`src/rtl/core/dfnv_pkg.sv`:
```
// Shared constants and hash arithmetic for the dual FNV hash block.
`timescale 1ns / 1ps

package dfnv_pkg;

  localparam int BYTE_W = 8;
  localparam int HASH_W = 64;
  localparam int HALF_W = 32;
  localparam int PAIR_W = 3;

  // Mode codes for the width selection register.
  localparam logic MODE_NARROW = 1'b0;
  localparam logic MODE_WIDE   = 1'b1;

  localparam logic [HALF_W-1:0] BASIS32 = 32'h811c_9dc5;
  localparam logic [HASH_W-1:0] BASIS64 = 64'hcbf2_9ce4_8422_2325;

  // Index of the last byte pair of a digest in each mode.
  localparam logic [PAIR_W-1:0] LAST_PAIR_NARROW = 3'd3;
  localparam logic [PAIR_W-1:0] LAST_PAIR_WIDE   = 3'd7;

  // Offset basis of the selected width, zero-extended in narrow mode.
  function automatic logic [HASH_W-1:0] basis_of(input logic wide);
    logic [HASH_W-1:0] res;
    res = (wide == MODE_WIDE) ? BASIS64 : {{(HASH_W-HALF_W){1'b0}}, BASIS32};
    return res;
  endfunction

  // Multiply by the 32-bit prime 0x01000193 as a sum of shifted copies.
  function automatic logic [HALF_W-1:0] mul_prime32(input logic [HALF_W-1:0] v);
    logic [HALF_W-1:0] res;
    res = (v << 24) + (v << 8) + (v << 7) + (v << 4) + (v << 1) + v;
    return res;
  endfunction

  // Multiply by the 64-bit prime 0x00000100000001B3 as a sum of shifted copies.
  function automatic logic [HASH_W-1:0] mul_prime64(input logic [HASH_W-1:0] v);
    logic [HASH_W-1:0] res;
    res = (v << 40) + (v << 8) + (v << 7) + (v << 5) + (v << 4) + (v << 1) + v;
    return res;
  endfunction

  // Width-selected prime multiply; the upper half stays zero in narrow mode.
  function automatic logic [HASH_W-1:0] mul_prime(input logic wide,
                                                  input logic [HASH_W-1:0] v);
    logic [HASH_W-1:0] res;
    if (wide == MODE_WIDE) begin
      res = mul_prime64(v);
    end else begin
      res = {{(HASH_W-HALF_W){1'b0}}, mul_prime32(v[HALF_W-1:0])};
    end
    return res;
  endfunction

endpackage

```
`src/rtl/core/dfnv_ifs.sv`:
```
// Valid/ready channel interfaces for message bytes and digest bytes.
`timescale 1ns / 1ps

interface dfnv_in_if;
  import dfnv_pkg::*;
  logic              valid;
  logic              ready;
  logic [BYTE_W-1:0] data_byte;
  logic              end_of_message;

  modport source (output valid, output data_byte, output end_of_message, input ready);
  modport sink   (input valid, input data_byte, input end_of_message, output ready);
endinterface

interface dfnv_out_if;
  import dfnv_pkg::*;
  logic              valid;
  logic              ready;
  logic [BYTE_W-1:0] digest_byte;
  logic              digest_last;

  modport source (output valid, output digest_byte, output digest_last, input ready);
  modport sink   (input valid, input digest_byte, input digest_last, output ready);
endinterface

```
`src/rtl/core/dual_fnv_hash_key_top.sv`:
```
// Top level of the dual FNV-1 / FNV-1a byte-serial hash block.
`timescale 1ns / 1ps

// Usage notes.
// Message bytes enter on in_item, one byte per item, with end_of_message set on
// the final byte. Both hashes are updated in the same cycle that a byte is
// accepted, so an ordinary byte is taken every cycle with no result.
// When the final byte is accepted, the updated hashes are copied into a digest
// buffer and both running hashes reload the offset basis. The digest leaves on
// out_item starting the next cycle: 8 items in narrow mode, 16 in wide mode,
// FNV-1 byte then FNV-1a byte of the same weight, most significant first, with
// digest_last set on the final one. It drains at one item per cycle while the
// receiver keeps ready high; the rate is set by the receiver's ready.
// Ordinary bytes of the next message are still accepted while a digest drains.
// A final byte is held off until the buffer is free, which is at the latest in
// the cycle that takes the last digest item, so a stalled receiver stalls the
// sender only at message ends.
// cfg_wr_en writes wide_mode (0 = 32-bit, 1 = 64-bit) and reloads both hashes;
// write only while the block is idle. Reset selects 32-bit mode, loads the
// 32-bit offset basis and empties the digest buffer.

module dual_fnv_hash_key_top
  import dfnv_pkg::*;
(
  input  logic              clk,
  input  logic              rst_n,
  input  logic              cfg_wr_en,
  input  logic              cfg_wr_data,
  dfnv_in_if.sink           in_item,
  dfnv_out_if.source        out_item
);

  logic              wide_r, wide_nxt;
  logic [HASH_W-1:0] fnv1_r, fnv1_nxt;
  logic [HASH_W-1:0] fnv1a_r, fnv1a_nxt;
  logic [HASH_W-1:0] dig1_r, dig1_nxt;
  logic [HASH_W-1:0] dig1a_r, dig1a_nxt;
  logic              half_r, half_nxt;
  logic [PAIR_W-1:0] pairs_r, pairs_nxt;
  logic              busy_r, busy_nxt;

  logic              in_fire;
  logic              out_fire;
  logic              out_end;
  logic              take_last;
  logic [HASH_W-1:0] byte_ext;
  logic [HASH_W-1:0] fnv1_step;
  logic [HASH_W-1:0] fnv1a_step;

  assign byte_ext   = {{(HASH_W-BYTE_W){1'b0}}, in_item.data_byte};
  assign fnv1_step  = mul_prime(wide_r, fnv1_r) ^ byte_ext;
  assign fnv1a_step = mul_prime(wide_r, fnv1a_r ^ byte_ext);

  assign out_fire  = out_item.valid && out_item.ready;
  assign out_end   = out_fire && out_item.digest_last;
  // A final byte needs the digest buffer; ordinary bytes never wait.
  assign in_item.ready = !(busy_r && !out_end && in_item.end_of_message);
  assign in_fire   = in_item.valid && in_item.ready;
  assign take_last = in_fire && in_item.end_of_message;

  assign out_item.valid       = busy_r;
  assign out_item.digest_byte = half_r ? dig1a_r[HASH_W-1 -: BYTE_W]
                                       : dig1_r[HASH_W-1 -: BYTE_W];
  assign out_item.digest_last = half_r && (pairs_r == '0);

  // Running hashes and mode register.
  always_comb begin
    wide_nxt  = wide_r;
    fnv1_nxt  = fnv1_r;
    fnv1a_nxt = fnv1a_r;
    if (cfg_wr_en) begin
      wide_nxt  = cfg_wr_data;
      fnv1_nxt  = basis_of(cfg_wr_data);
      fnv1a_nxt = basis_of(cfg_wr_data);
    end else if (take_last) begin
      fnv1_nxt  = basis_of(wide_r);
      fnv1a_nxt = basis_of(wide_r);
    end else if (in_fire) begin
      fnv1_nxt  = fnv1_step;
      fnv1a_nxt = fnv1a_step;
    end
  end

  // Digest buffer: values are left-aligned so the top byte is always next.
  always_comb begin
    dig1_nxt  = dig1_r;
    dig1a_nxt = dig1a_r;
    half_nxt  = half_r;
    pairs_nxt = pairs_r;
    busy_nxt  = busy_r;
    if (out_fire) begin
      if (!half_r) begin
        half_nxt = 1'b1;
      end else begin
        half_nxt  = 1'b0;
        dig1_nxt  = dig1_r << BYTE_W;
        dig1a_nxt = dig1a_r << BYTE_W;
        pairs_nxt = pairs_r - 1'b1;
        if (pairs_r == '0) begin
          busy_nxt = 1'b0;
        end
      end
    end
    if (take_last) begin
      busy_nxt = 1'b1;
      half_nxt = 1'b0;
      if (wide_r == MODE_WIDE) begin
        dig1_nxt  = fnv1_step;
        dig1a_nxt = fnv1a_step;
        pairs_nxt = LAST_PAIR_WIDE;
      end else begin
        dig1_nxt  = {fnv1_step[HALF_W-1:0], {HALF_W{1'b0}}};
        dig1a_nxt = {fnv1a_step[HALF_W-1:0], {HALF_W{1'b0}}};
        pairs_nxt = LAST_PAIR_NARROW;
      end
    end
  end

  always_ff @(posedge clk) begin
    if (!rst_n) begin
      wide_r  <= MODE_NARROW;
      fnv1_r  <= basis_of(MODE_NARROW);
      fnv1a_r <= basis_of(MODE_NARROW);
      half_r  <= 1'b0;
      pairs_r <= '0;
      busy_r  <= 1'b0;
    end else begin
      wide_r  <= wide_nxt;
      fnv1_r  <= fnv1_nxt;
      fnv1a_r <= fnv1a_nxt;
      half_r  <= half_nxt;
      pairs_r <= pairs_nxt;
      busy_r  <= busy_nxt;
    end
  end

  always_ff @(posedge clk) begin
    dig1_r  <= dig1_nxt;
    dig1a_r <= dig1a_nxt;
  end

  // A final byte is only captured when the buffer is free or just emptying.
  a_capture_free: assert property (@(posedge clk) disable iff (!rst_n)
    take_last |-> (!busy_r || out_end))
    else $error("digest captured over an undelivered digest");

  // Every captured digest is offered on the next cycle.
  a_capture_shows: assert property (@(posedge clk) disable iff (!rst_n)
    take_last |=> (out_item.valid && !half_r))
    else $error("captured digest not offered");

  // The buffer empties after its final item unless a new digest arrives.
  a_drain_ends: assert property (@(posedge clk) disable iff (!rst_n)
    (out_end && !take_last) |=> !out_item.valid)
    else $error("digest buffer still busy after its final item");

  // In narrow mode the upper halves of both hashes stay zero.
  a_narrow_upper: assert property (@(posedge clk) disable iff (!rst_n)
    (wide_r == MODE_NARROW) |-> (fnv1_r[HASH_W-1:HALF_W] == '0 &&
                                 fnv1a_r[HASH_W-1:HALF_W] == '0))
    else $error("upper hash bits set in narrow mode");

  // A mode write reloads both hashes with the new basis.
  a_cfg_reload: assert property (@(posedge clk) disable iff (!rst_n)
    cfg_wr_en |=> (fnv1_r == basis_of(wide_r) && fnv1a_r == basis_of(wide_r)))
    else $error("hashes not reloaded after a mode write");

endmodule

```
`src/flat_wrapper.sv`:
```
// flat-port wrapper written by rule: the top's interface ports become plain ports
module dual_fnv_hash_key_top_flat import dfnv_pkg::*;
  (clk, rst_n, cfg_wr_en, cfg_wr_data, in_item_valid, in_item_data_byte, in_item_end_of_message, in_item_ready, out_item_valid, out_item_digest_byte, out_item_digest_last, out_item_ready);
  dfnv_in_if in_item_i ();
  dfnv_out_if out_item_i ();
  input  logic clk;
  input  logic rst_n;
  input  logic cfg_wr_en;
  input  logic cfg_wr_data;
  input wire logic [$bits(in_item_i.valid)-1:0] in_item_valid;
  input wire logic [$bits(in_item_i.data_byte)-1:0] in_item_data_byte;
  input wire logic [$bits(in_item_i.end_of_message)-1:0] in_item_end_of_message;
  output wire logic [$bits(in_item_i.ready)-1:0] in_item_ready;
  output wire logic [$bits(out_item_i.valid)-1:0] out_item_valid;
  output wire logic [$bits(out_item_i.digest_byte)-1:0] out_item_digest_byte;
  output wire logic [$bits(out_item_i.digest_last)-1:0] out_item_digest_last;
  input wire logic [$bits(out_item_i.ready)-1:0] out_item_ready;
  assign in_item_i.valid = in_item_valid;
  assign in_item_i.data_byte = in_item_data_byte;
  assign in_item_i.end_of_message = in_item_end_of_message;
  assign in_item_ready = in_item_i.ready;
  assign out_item_valid = out_item_i.valid;
  assign out_item_digest_byte = out_item_i.digest_byte;
  assign out_item_digest_last = out_item_i.digest_last;
  assign out_item_i.ready = out_item_ready;
  dual_fnv_hash_key_top u_core (.clk(clk), .rst_n(rst_n), .cfg_wr_en(cfg_wr_en), .cfg_wr_data(cfg_wr_data), .in_item(in_item_i), .out_item(out_item_i));
endmodule
```
`config.mk`:
```
export PLATFORM = sky130hd
export DESIGN_NAME = dual_fnv_hash_key_top_flat
export DESIGN_NICKNAME = d
export VERILOG_FILES = /design/src/rtl/core/dfnv_pkg.sv /design/src/rtl/core/dfnv_ifs.sv /design/src/rtl/core/dual_fnv_hash_key_top.sv /design/src/flat_wrapper.sv
export SDC_FILE = /design/constraint.sdc
export NUM_CORES = 2
export LEC_CHECK = 0
export BUFFER_PORTS_ARGS = -buffer_cell sky130_fd_sc_hd__buf_4
export CORE_ASPECT_RATIO = 1.2
export CORE_MARGIN = 1.5
export CORE_UTILIZATION = 35
export CTS_CLUSTER_DIAMETER = 30
export DETAILED_ROUTE_END_ITERATION = 6
export GPL_TIMING_DRIVEN = 0
export PLACE_DENSITY = 0.59
export SLEW_MARGIN = 5
export SYNTH_ARGS = -nofsm -noshare
export SYNTH_HDL_FRONTEND = slang
export SYNTH_SLANG_ARGS = --single-unit
export TNS_END_PERCENT = 10
```
`constraint.sdc`:
```
create_clock -name clk -period 21.8 [get_ports clk]
set_clock_uncertainty 0.05 [all_clocks]
set_input_delay 4.36 -clock clk [delete_from_list [all_inputs] [get_ports clk]]
set_output_delay 4.36 -clock clk [all_outputs]
set_load 0.01 [all_outputs]
```
* Word level (Yosys, flattened, before mapping)
Cells that the tools add are included.
** Word-level totals
- Register bits after elaboration :: 262
- Logic and storage cells :: 79
** Operators by class
- $add $sub $neg :: 23
- Mux-type cells :: 28
- Bitwise gates (word level) :: 3
- Reductions and logical operators :: 17
** Operators by type and width (number)
- 64-bit 2-to-1 mux :: 18
- 64-bit adder :: 12
- 32-bit adder :: 10
- 64-bit by 8-bit bitwise XOR with 64-bit output :: 2
- 3-bit 2-to-1 mux :: 4
- 8-bit 2-to-1 mux :: 1
- 1-bit logical AND :: 7
- 2-bit nonzero test :: 3
- 1-bit 2-to-1 mux :: 5
- 3-bit zero test :: 1
- 3-bit AND reduction :: 1
- 3-bit nonzero test :: 1
- 3-bit by 1-bit subtractor with 3-bit output (second input constant) :: 1
- 1-bit zero test :: 2
- 2-bit AND reduction :: 1
- 2-bit OR reduction :: 1
- 1-bit NOT :: 1

* Longest topological paths before layout
- Depth in word-level cells :: 11
- Gate-level depth with buffers :: 23

* Least setup slack after synthesis
No wires, ideal clock.
- Path kind :: input to register
- Start :: input port in_item_data_byte[1]
- End :: register u_core.dig1a_r[51] (data pin)
- Setup time :: 0.272 ns
- Data arrival time :: 9.608 ns
- Required time :: 21.478 ns
- Path slack :: 11.870 ns
- Stages :: 21
- Path through :: xor2_1 -> clkinv_1 -> xnor2_1 -> inv_1 -> ha_1 -> fa_1 -> ha_1 -> ha_1 -> ha_1 -> fa_1 -> a211oi_1 -> o21ai_0 -> o211ai_1 -> a21bo_2 -> a211o_1 -> nor2_1 -> o31ai_2 -> o21ai_1 -> a311oi_1 -> mux2_2 -> a21oi_1
** On the way
- Cells in the longest elaborated chain, start to end :: 10
** RTL lines
- from (decl) :: line flat_wrapper.sv:11 : input wire logic [$bits(in_item_i.data_byte)-1:0] in_item_data_byte;
- 64-bit by 8-bit bitwise XOR with 64-bit output (*) :: line dual_fnv_hash_key_top.sv:52 : assign fnv1a_step = mul_prime(wide_r, fnv1a_r ^ byte_ext);
- 64-bit adder (6 in series) :: line dfnv_pkg.sv:39 : res = (v << 40) + (v << 8) + (v << 7) + (v << 5) + (v << 4) + (v << 1) + v;
- 64-bit 2-to-1 mux (*) :: line dfnv_pkg.sv:47 : if (wide == MODE_WIDE) begin
- 64-bit 2-to-1 mux (*) :: line dual_fnv_hash_key_top.sv:107 : if (wide_r == MODE_WIDE) begin
- 64-bit 2-to-1 mux (*) :: line dual_fnv_hash_key_top.sv:104 : if (take_last) begin
- via u_core.dig1a_nxt[51] :: line dual_fnv_hash_key_top.sv:37 : logic [HASH_W-1:0] dig1a_r, dig1a_nxt;
- to (signal assigned) :: line dual_fnv_hash_key_top.sv:139 : dig1a_r <= dig1a_nxt;
- to (decl) :: line dual_fnv_hash_key_top.sv:37
The timed path passes the listed nets; every way through them passes the cells marked *.
A chain may end at the register's enable or synchronous reset.

* Worst setup path after layout
- Start :: input port in_item_data_byte[0]
- End :: register u_core.dig1a_r[60] (data pin)
The elaborated chain is that of the path after synthesis.

==> impl_metrics.toml <==
[synth]
netlist_instances = 4261
synth_edf_count = 128
ys_ff_latch = 262
ys.flop_type = "dfxtp_1"
syn-num-nets = 5222
yosys.cell_types.count = 86
yosysSeqAreaShare_pct = 16.8
synthArstFlopShare_pct = 0
syn_area_per_cell_um2 = 9.13
syn_area_mm2 = 0.0389
yosysWarnings = 0

[cts]
cts_buffers = 66
clkLatencyLatePin_ns = 0.60
cts_resized = 0
clk_pin_slew_ns = 0.05
postCtsHoldBufs = 0
clockBufferDepth = 3
post-cts-setup-buffers = 0
cts_num_sinks = 262
cts_tree = "built"
htree_levels = 3
cts_root_buffer = "clkbuf_16"

[layout]
final_util_pct = 39.4
multi_input_area_mm2 = 0.0279
stdcell_area_mm2 = 0.0433
regArea_mm2 = 0.00653
fin_nets = 5317
drive_gt1_share_pct = 4.85
fill_cells = 11100
syn2layout_area_growth_pct = 11.4

[sta]
hold_viol = 0
worst_slew_pin_slew_ns = 1.41
slew_viol_final = 0
finalCriticalPeriod_ns = 13.48
setup_viol = 0
fin_crit_sh_pct = 61.9
max_freq_ghz = 0.0742
fin_setup_tns_ns = 0
grt_setup_unrepaired = "false"
maxSlewHeadroom_pct = 5.82

[route]
viasPerCell = 5.34
vias = 31100
first_pass_iters = 7
wire_per_inst_um = 23.4
drc_errors = 3
ant_nets = 0
routed_wl_um = 136000
drt-initial-drc-count = 2682

[critical_path]
worstSetupStartpoint = "in_item_data_byte[0]"
crit_path_max_incr_delay_ns = 1.34
start_kind = "input port"
rr_startpoint = "u_core.fnv1a_r[0]"
crit_fanout = 9
critPathRequiredTime_ns = 22.04
cp_slowest_cell = "xnor2_1"
setup.worst_path.class = "input port to flop"
cp.arrival_ns = 13.73
crit_chain = "buf_4 -> xor2_1 -> clkinv_1 -> xnor2_1 -> inv_1 -> ha_1 -> or2_2 -> ha_1 -> a21o_1 -> ha_1 -> ha_1 -> ha_1 -> o21ai_0 -> o21ai_0 -> a211oi_1 -> o31ai_1 -> nand3_1 -> a21oi_1 -> nor3b_1 -> nor2b_1 -> o22ai_1 -> xor2_1 -> o221ai_1"
crit_path_end_kind = "flop"
cp_common_cell = "ha_1"

[floorplan]
fp.dieH_um = 368
start_util_pct = 35.4
ios = 26
fp.coreArea_mm2 = 0.110
dieArea_mm2 = 0.113
rows = 133
fp.dieW_um = 307

[flow_run]
drv_cap = 0

[outcome]
status = "finished, violations left"
violations = "DRC"

[global_routing]
antenna_found_initial = 5
gr-total-overflow = 0
grt_max_degree = 61
grt.total_usage_pct = 24.6
first_global_vias = 32400
grt_first_pass_wirelength_um = 206000

[placement]
dpl.hpwl_um = 111000
io_buffers = 22
placed_cell_area_mm2 = 0.0410
finalWeightedCongestion = 0.980

[hold_path]
hold_path.class = "flop to flop"
min-delay-start = "u_core.fnv1a_r[2]"
-- registers in the layout, indices dropped and copies added (netlist names) --
name                   count
u_core.half_r              1
u_core.fnv1_r             64
u_core.dig1_r             64
u_core.wide_r              1
u_core.dig1a_r            64
u_core.pairs_r             3
u_core.out_item.valid      1
u_core.fnv1a_r            64
-- through the flow --
step / worst slack, ns / hold slack, ns / std cells
after floorplan: 11.87 / 0.410 / 4261
after global placement: 8.18 / 0.426 / 5700
after detailed placement: 8.28 / 0.434 / 5705
after CTS: 8.85 / 0.446 / 5827
after global routing: 8.32 / 0.471 / 5827
final: 8.32 / 0.455 / 5830
-- path summary, 6_finish.rpt --
| check | endpoint | slack [ns] | cells after the start |
|---|---|---|---|
| worst max-delay path | u_core.dig1a_r[60] | 8.32 | 23 |
| worst min-delay path | u_core.fnv1a_r[2] | 0.46 | 2 |
| worst max register to register | u_core.dig1a_r[60] | 11.84 | 22 |
| worst min register to register | u_core.fnv1a_r[2] | 0.46 | 2 |
-- worst max-delay path, delay by kind of cell --
family	cells	cell delay, ns
adder cells (fa/ha/maj)	5	1.57
buffers and inverters	3	1.23
XOR/XNOR	3	2.51
AND/OR/NAND/NOR	4	1.48
AO/OA/AOI/OAI	8	2.54
-- synth_stat cells (all sizes together) (17+ instances only) --
cell type,n,share of area [%]
inv,1074,10
fa,627,32
ha,319,10
nand2,303,2.9
a21oi,239,3.1
o21ai,221,2.9
nor2,155,1.5
dfxtp,134,6.9
xnor2,129,2.9
edfxtp,128,9.9
clkbuf,113,1.1
xor2,86,1.9
a21o,84,1.6
a31oi,45,0.74
nand3,44,0.57
a211oi,43,0.86
and3,42,0.68
o21bai,33,0.64
a221oi,31,0.79
o21a,29,0.56
nor2b,28,0.45
nand4,24,0.39
o211ai,23,0.44
a22oi,22,0.44
buf,19,0.20
nand2b,19,0.31
o22ai,18,0.29
nor3,17,0.22
o221ai,17,0.40
-- metal layers --
layer / part of all wire, % / wire, µm / global-route usage (%)
met5: 0.023 / 32 / 0
met4: 9.0 / 12200 / 17.9
met3: 7.1 / 9660 / 3.90
met2: 47 / 63700 / 40.6
met1: 37 / 50900 / 29.1
-- cell usage in the layout, fill, tap and decap left out, drive strengths merged, types with 13 or more instances in the layout --
master  synthesis  final
o221ai         17     17
and3           42     42
o211ai         23     23
a22o           14     14
xor2           86     86
nor3           17     17
nand2         303    303
a21oi         239    239
o21ai         221    221
a221oi         31     31
ha            319    319
nand4          24     24
buf            19     46
o21a           29     29
xnor2         129    129
dfxtp         134    134
clkinv          4     26
nand3          44     44
a22oi          22     22
clkbuf        113    195
a211oi         43     43
o21bai         33     33
inv          1074   1081
nor2          155    155
fa            627    627
nand2b         19     19
o22ai          18     18
edfxtp        128    128
nor2b          28     28
and2           13     13
a21o           84     84
a31oi          45     45
-- cell type report --
| type | count | share of cell area [%] |
|---|---|---|
| clock buffer | 82 | 4.38 |
| buffer | 132 | 1.16 |
| inverter | 1078 | 9.34 |
| sequential | 262 | 15.1 |
| timing repair buffer | 27 | 0.586 |
| multi-input combinational | 2789 | 64.3 |
| antenna | 3 | 0.0173 |
| tap | 1417 | 4.09 |
| clock inverter | 40 | 1.07 |
-- kinds of logic after synthesis --
group | after synthesis | share of synthesized area, %
muxes | 22 | 0.605
and+or+nand+nor | 691 | 8.07
adders and majority gates | 946 | 42.5
xor gates and xnor gates | 215 | 4.84
AOI/OAI and AO/OA | 915 | 15.5
buffers and inverters | 1210 | 11.7
DFF | 262 | 16.8
Power is left out: the tool's default activity adds up to more than one toggle a clock period on the data nets, which glitch-free logic cannot reach.
